==> src/sv/slipfd_pkg.sv <==
package slipfd_pkg;

    localparam int MaxFrame = 512;
    localparam int LEN_W    = 10;

    localparam logic [LEN_W-1:0] MAX_FRAME_LEN = LEN_W'(MaxFrame);

    localparam logic [7:0] DELIM     = 8'hc0;
    localparam logic [7:0] ESC_BYTE  = 8'hdb;
    localparam logic [7:0] ESC_DELIM = 8'hdc;
    localparam logic [7:0] ESC_ESC   = 8'hdd;
    localparam logic [7:0] SUM_GOOD  = 8'hff;

    typedef enum logic [1:0] {
        KIND_DATA     = 2'd0,
        KIND_GOOD     = 2'd1,
        KIND_BAD      = 2'd2,
        KIND_OVERFLOW = 2'd3
    } kind_t;

    typedef struct packed {
        kind_t            kind;
        logic [7:0]       data_byte;
        logic [LEN_W-1:0] frame_length;
    } res_t;

endpackage

==> src/sv/slipfd_decode.sv <==
module slipfd_decode (
    input  logic               aclk,
    input  logic               aresetn,
    input  logic               accept,
    input  logic [7:0]         rx_byte,
    output logic               res_valid,
    output slipfd_pkg::res_t   res
);
    import slipfd_pkg::*;

    logic [LEN_W-1:0] byte_count_reg, byte_count_next;
    logic [7:0]       running_sum_reg, running_sum_next;
    logic             escape_pending_reg, escape_pending_next;
    logic [7:0]       decoded;

    always_comb begin
        byte_count_next     = byte_count_reg;
        running_sum_next    = running_sum_reg;
        escape_pending_next = escape_pending_reg;
        res_valid           = 1'b0;
        res.kind            = KIND_DATA;
        res.data_byte       = 8'd0;
        res.frame_length    = byte_count_reg;

        if (escape_pending_reg && rx_byte == ESC_DELIM) begin
            decoded = DELIM;
        end else if (escape_pending_reg && rx_byte == ESC_ESC) begin
            decoded = ESC_BYTE;
        end else begin
            decoded = rx_byte;
        end

        if (rx_byte == DELIM) begin
            res_valid           = (byte_count_reg != '0);
            res.kind            = (running_sum_reg == SUM_GOOD) ? KIND_GOOD : KIND_BAD;
            byte_count_next     = '0;
            running_sum_next    = 8'd0;
            escape_pending_next = 1'b0;
        end else if (rx_byte == ESC_BYTE) begin
            escape_pending_next = 1'b1;
        end else if (byte_count_reg >= MAX_FRAME_LEN) begin
            // drop the byte and restart framing
            res_valid           = 1'b1;
            res.kind            = KIND_OVERFLOW;
            res.frame_length    = MAX_FRAME_LEN;
            byte_count_next     = '0;
            running_sum_next    = 8'd0;
            escape_pending_next = 1'b0;
        end else begin
            res_valid           = 1'b1;
            res.data_byte       = decoded;
            byte_count_next     = byte_count_reg + 1'b1;
            res.frame_length    = byte_count_next;
            running_sum_next    = running_sum_reg + decoded;
            escape_pending_next = 1'b0;
        end
    end

    always_ff @(posedge aclk) begin
        if (!aresetn) begin
            byte_count_reg     <= '0;
            running_sum_reg    <= 8'd0;
            escape_pending_reg <= 1'b0;
        end else if (accept) begin
            byte_count_reg     <= byte_count_next;
            running_sum_reg    <= running_sum_next;
            escape_pending_reg <= escape_pending_next;
        end
    end

`ifndef SYNTHESIS
    assert property (@(posedge aclk) disable iff (!aresetn)
        byte_count_reg <= MAX_FRAME_LEN)
        else $error("frame count beyond maximum");

    assert property (@(posedge aclk) disable iff (!aresetn)
        accept && rx_byte == DELIM |=> byte_count_reg == '0 && running_sum_reg == 8'd0
            && !escape_pending_reg)
        else $error("delimiter did not clear frame state");

    assert property (@(posedge aclk) disable iff (!aresetn)
        accept && res_valid && res.kind == KIND_DATA
            |=> byte_count_reg == $past(byte_count_reg) + 1'b1)
        else $error("data word did not advance the count");
`endif

endmodule

==> src/sv/slip_frame_decoder_with_checksum_core.sv <==
// SLIP deframer with an 8-bit additive checksum.
//
// Input channel s_*: one received link byte per word on s_rx_byte. Each
// byte is decoded at the edge it is accepted; escape and framing state is
// updated there. Data bytes, frame-good, checksum-bad and overflow reports
// leave on the m_* channel as m_kind, m_data_byte and m_frame_length.
// Escape bytes and empty frames produce no output word.
//
// Each result is registered. Throughput: one byte per cycle while
// s_ready is high, set by the single decode stage between the input
// handshake and the output register.
//
// A two-entry output buffer (output register plus skid register) lets the
// block keep accepting while m_ready is low; s_ready drops only once the
// skid register holds a word, and rises when the receiver drains it.
//
// Reset (aresetn low, synchronous) clears the frame count, sum, escape
// flag and both output entries; no output word survives reset.
module slip_frame_decoder_with_checksum_core (
    input  logic       aclk,
    input  logic       aresetn,
    input  logic       s_valid,
    output logic       s_ready,
    input  logic [7:0] s_rx_byte,
    output logic       m_valid,
    input  logic       m_ready,
    output logic [1:0] m_kind,
    output logic [7:0] m_data_byte,
    output logic [9:0] m_frame_length
);
    import slipfd_pkg::*;

    logic accept;
    logic res_valid;
    res_t res;

    logic out_valid_reg;
    res_t out_reg;
    logic skid_valid_reg;
    res_t skid_reg;
    logic load_out;

    assign s_ready  = !skid_valid_reg;
    assign accept   = s_valid && s_ready;
    assign load_out = !out_valid_reg || m_ready;

    slipfd_decode u_decode (
        .aclk      (aclk),
        .aresetn   (aresetn),
        .accept    (accept),
        .rx_byte   (s_rx_byte),
        .res_valid (res_valid),
        .res       (res)
    );

    always_ff @(posedge aclk) begin
        if (!aresetn) begin
            out_valid_reg  <= 1'b0;
            skid_valid_reg <= 1'b0;
        end else if (load_out) begin
            if (skid_valid_reg) begin
                out_valid_reg  <= 1'b1;
                skid_valid_reg <= 1'b0;
            end else begin
                out_valid_reg  <= accept && res_valid;
            end
        end else if (accept && res_valid) begin
            skid_valid_reg <= 1'b1;
        end
    end

    always_ff @(posedge aclk) begin
        if (load_out) begin
            out_reg <= skid_valid_reg ? skid_reg : res;
        end else if (accept && res_valid) begin
            skid_reg <= res;
        end
    end

    assign m_valid        = out_valid_reg;
    assign m_kind         = out_reg.kind;
    assign m_data_byte    = out_reg.data_byte;
    assign m_frame_length = out_reg.frame_length;

`ifndef SYNTHESIS
    assert property (@(posedge aclk) disable iff (!aresetn)
        skid_valid_reg |-> out_valid_reg)
        else $error("skid entry held without output entry");

    assert property (@(posedge aclk) disable iff (!aresetn)
        m_valid && m_kind != KIND_DATA |-> m_data_byte == 8'd0)
        else $error("report word carries data");

    assert property (@(posedge aclk) disable iff (!aresetn)
        m_valid && m_kind == KIND_OVERFLOW |-> m_frame_length == MAX_FRAME_LEN)
        else $error("overflow word with wrong length");

    assert property (@(posedge aclk) disable iff (!aresetn)
        skid_valid_reg && !m_ready |=> skid_valid_reg && $stable(skid_reg))
        else $error("skid entry lost while stalled");
`endif

endmodule

==> config.mk <==
export PLATFORM = sky130hd
export DESIGN_NAME = slip_frame_decoder_with_checksum_core
export DESIGN_NICKNAME = d
export VERILOG_FILES = /design/src/sv/slipfd_pkg.sv /design/src/sv/slipfd_decode.sv /design/src/sv/slip_frame_decoder_with_checksum_core.sv
export SDC_FILE = /design/constraint.sdc
export NUM_CORES = 1
export LEC_CHECK = 0
export BUFFER_PORTS_ARGS = -buffer_cell sky130_fd_sc_hd__buf_2
export CAP_MARGIN = 25
export CORE_MARGIN = 1
export CORE_UTILIZATION = 53
export CTS_CLUSTER_DIAMETER = 50
export CTS_CLUSTER_SIZE = 12
export DETAILED_ROUTE_END_ITERATION = 6
export PLACE_DENSITY = 0.73
export SLEW_MARGIN = 40
export SYNTH_ARGS = -nofsm -noshare
export SYNTH_HDL_FRONTEND = slang
export SYNTH_HIERARCHICAL = 1
export SYNTH_SLANG_ARGS = --single-unit
==> constraint.sdc <==
create_clock -name aclk -period 4 [get_ports aclk]
set_clock_uncertainty 0.15 [all_clocks]
set_input_delay 0.4 -clock aclk [delete_from_list [all_inputs] [get_ports aclk]]
set_output_delay 0.4 -clock aclk [all_outputs]
set_load 0.02 [all_outputs]
==> out/metrics.yaml <==
vias: 2358
grtUsageMet2_pct: 31.9
synth_area_leaders: "edfxtp_1 37%, dfxtp_1 13%, mux2_4 7.3%, a21oi_1 3.7%, ha_1 3.4%"
crit_fanout: 5
start_util_pct: 55.1
worstSetupPathType: "in -> reg"
worst_ep_arrival_time_ps: 2760
layout_commonest_cell: "edfxtp_1"
start_kind: "primary input"
clock_sinks: 61
fillers: 510
ant_nets: 0
wl_um: 6160
synth_top_cell_by_area: "edfxtp_1"
viasPerCell: 5.70
chipHeight_um: 80.7
netlist.area_leader.share_pct: 36.6
outcome: "completed"
cp_top_family: "simple AND/OR/NAND/NOR gates"
ff2ff_setup_slack_ps: 1390
grt_use_total_pct: 21.1
rows: 28
tightest_slew_ps: 673
holdBufCountCts: 0
hold_start: "aresetn"
wl_per_cell_um: 14.9
crit_chain: "buf_2, nor2b_1, nand4_1, nor4_1, nor2b_1, ha_1, a21oi_1, o21ai_0, or3_1, a211o_1, a31oi_1"
grt_pass1_wl_um: 10200
grt_util_met3_pct: 5.91
setup_tns_ps: 0
slew_violations: 0
cts-root-buf: "clkbuf_8"
hold_class: "in -> reg"
top_usage_layer: "met2"
core_um2: 5960
layout.nets: 356
multiInputGateArea_um2: 1490
setup-violations-final: 0
yosysSeqAreaShare_pct: 49.4
ys_ff_latch: 61
drc_errors: 0
vdd_ir_drop_max_mv: 0.236
timing.fmax_mhz: 376
min_to: "skid_valid_reg"
hold_viol: 0
drtIter0Drc: 212
drive_gt1_share_pct: 25.4
portBuffers: 33
crit_slowest_cell: "ha_1"
first_global_vias: 2200
ctsHtreeMaxLevel: 3
r2r-start: "u_decode/escape_pending_reg"
largest_reg_flops: 20
cts_inserted_buffers: 9
syn_inst: 302
hold_depth: 2
areaGrowthSynthToFinish_pct: 10.9
relSlewSlack_pct: 54.7
post-cts-setup-buffers: 0
die_x_um: 80.7
hpwl_um: 4380
cp-end-kind: "register"
rr_endpoint: "u_decode/running_sum_reg[7]"
tritoncts: "yes"
antenna_cells: 0
syn_avg_cell_area_um2: 10.9
grt_max_degree: 24
cap_violations: 0
cellPowerDensity_nw_per_um2: 394
syn-cell-area_um2: 3280
final_cell_mix: "40 x edfxtp_1, 33 x buf_2, 30 x nand2_1"
cp-startpoint: "s_rx_byte[2]"
gr-usage-met1_pct: 26.6
clkTransAtPathRegs_ps: 80
timing.hold.ws_ps: 234
required_ps: 4100
grt-ovfl-total: 0
antenna_found_initial: 0
ys_warn_count: 6
cts_resized: 0
ios: 34
place_congestion: 0.848
final.min_clock_period_ps: 2660
cts_buffer_depth: 2
ys_types: 52
firstDrtPassIters: 4
post-route-period-util_pct: 66.5
worst_r2r_path_depth: 9
worst-path-buf-inv: 1
path_common_cell: "nor2b_1"
rsz0062_at_grt: "false"
syn_nets: 324
die_area_um2: 6510
cpPeakStageDelay_ps: 340
clkLatencyLatePin_ps: 340
regArea_um2: 1620
p_leak_nw: 1.38
## metal layers
layer | wire length, µm | vias up
li1 | - | 1172
met1 | 2880 | 1110
met2 | 2890 | 68
met3 | 285 | 8
met4 | 106 | 0
met5 | 0 | -
## cells in the mapped netlist (all sizes together)
cell type,instances
a2111o,1
a211o,1
a211oi,1
a21boi,2
a21o,5
a21oi,27
a22oi,2
a2bb2oi,1
a31oi,1
and2,9
and3,2
buf,12
clkbuf,5
clkinv,1
dfxtp,21
edfxtp,40
fa,1
ha,9
inv,10
mux2,20
mux2i,1
nand2,30
nand2b,5
nand3,10
nand3b,1
nand4,7
nor2,17
nor2b,6
nor3,8
nor3b,1
nor4,6
nor4bb,1
o21ai,20
o22ai,1
o31a,1
o31ai,1
o41ai,2
or2,2
or3,8
or4,1
xnor2,1
xor2,1
## area by class of cell
type                       count  area share (%)
timing repair buffer          38            5.57
multi-input combinational    213            40.9
inverter                      11            1.13
clock inverter                 6            1.75
tap                           75            2.58
sequential                    61            44.6
clock buffer                  10            3.51
## worst register-to-register path, delay by kind of cell (launching register included)
kind | cells | cell delay, ps
AOI/OAI and AO/OA | 4 | 750
DFF | 1 | 340
adders and majority gates | 1 | 340
and+or+nand+nor | 4 | 940
## report_power, final
group | switching, mW | internal [mW] | leakage [nW]
Clock | 0.250 | 0.286 | 0.0923
Combinational | 0.106 | 0.0727 | 0.715
Sequential | 0.0165 | 0.703 | 0.576
## metrics by stage
| stage | std cells | area, µm² | power [mW] | setup WS [ps] | utilization, % |
|---|---|---|---|---|---|
| floorplan | 302 | 3280 | 0.863 | 945 | - |
| global placement | 398 | 3450 | 0.908 | 1150 | 57.9 |
| detailed placement | 398 | 3450 | 0.912 | 1030 | 57.9 |
| CTS | 414 | 3640 | 1.45 | 1400 | 61.1 |
| global route | 414 | 3640 | 1.50 | 1250 | 61.1 |
| finish | 414 | 3640 | 1.43 | 1340 | 61.1 |
## worst max path at each step
stage | end | slack [ps] | cells after the start
6_report | u_decode/running_sum_reg[7] | 1340 | 11
5_1_grt | u_decode/running_sum_reg[7] | 1250 | 11
4_1_cts | u_decode/running_sum_reg[7] | 1400 | 11
3_5_place_dp | u_decode/running_sum_reg[7] | 1030 | 11
3_3_place_gp | u_decode/running_sum_reg[7] | 1150 | 12
2_1_floorplan | skid_reg[0] | 940 | 2
## kinds of logic (layout without fill, tap and decap cells)
| logic type | count (synthesis) | after routing | share of synthesized area, % |
|---|---|---|---|
| flip-flops | 61 | 61 | 49.4 |
| adder cells (fa/ha/maj) | 10 | 10 | 4.04 |
| AND/OR/NAND/NOR | 114 | 114 | 18.6 |
| AO/OA/AOI/OAI | 66 | 66 | 13.1 |
| XOR/XNOR | 2 | 2 | 0.534 |
| multiplexers | 21 | 21 | 9.00 |
| buffers and inverters | 28 | 65 | 5.38 |
Note: power is estimated with default switching activity, not from simulation.
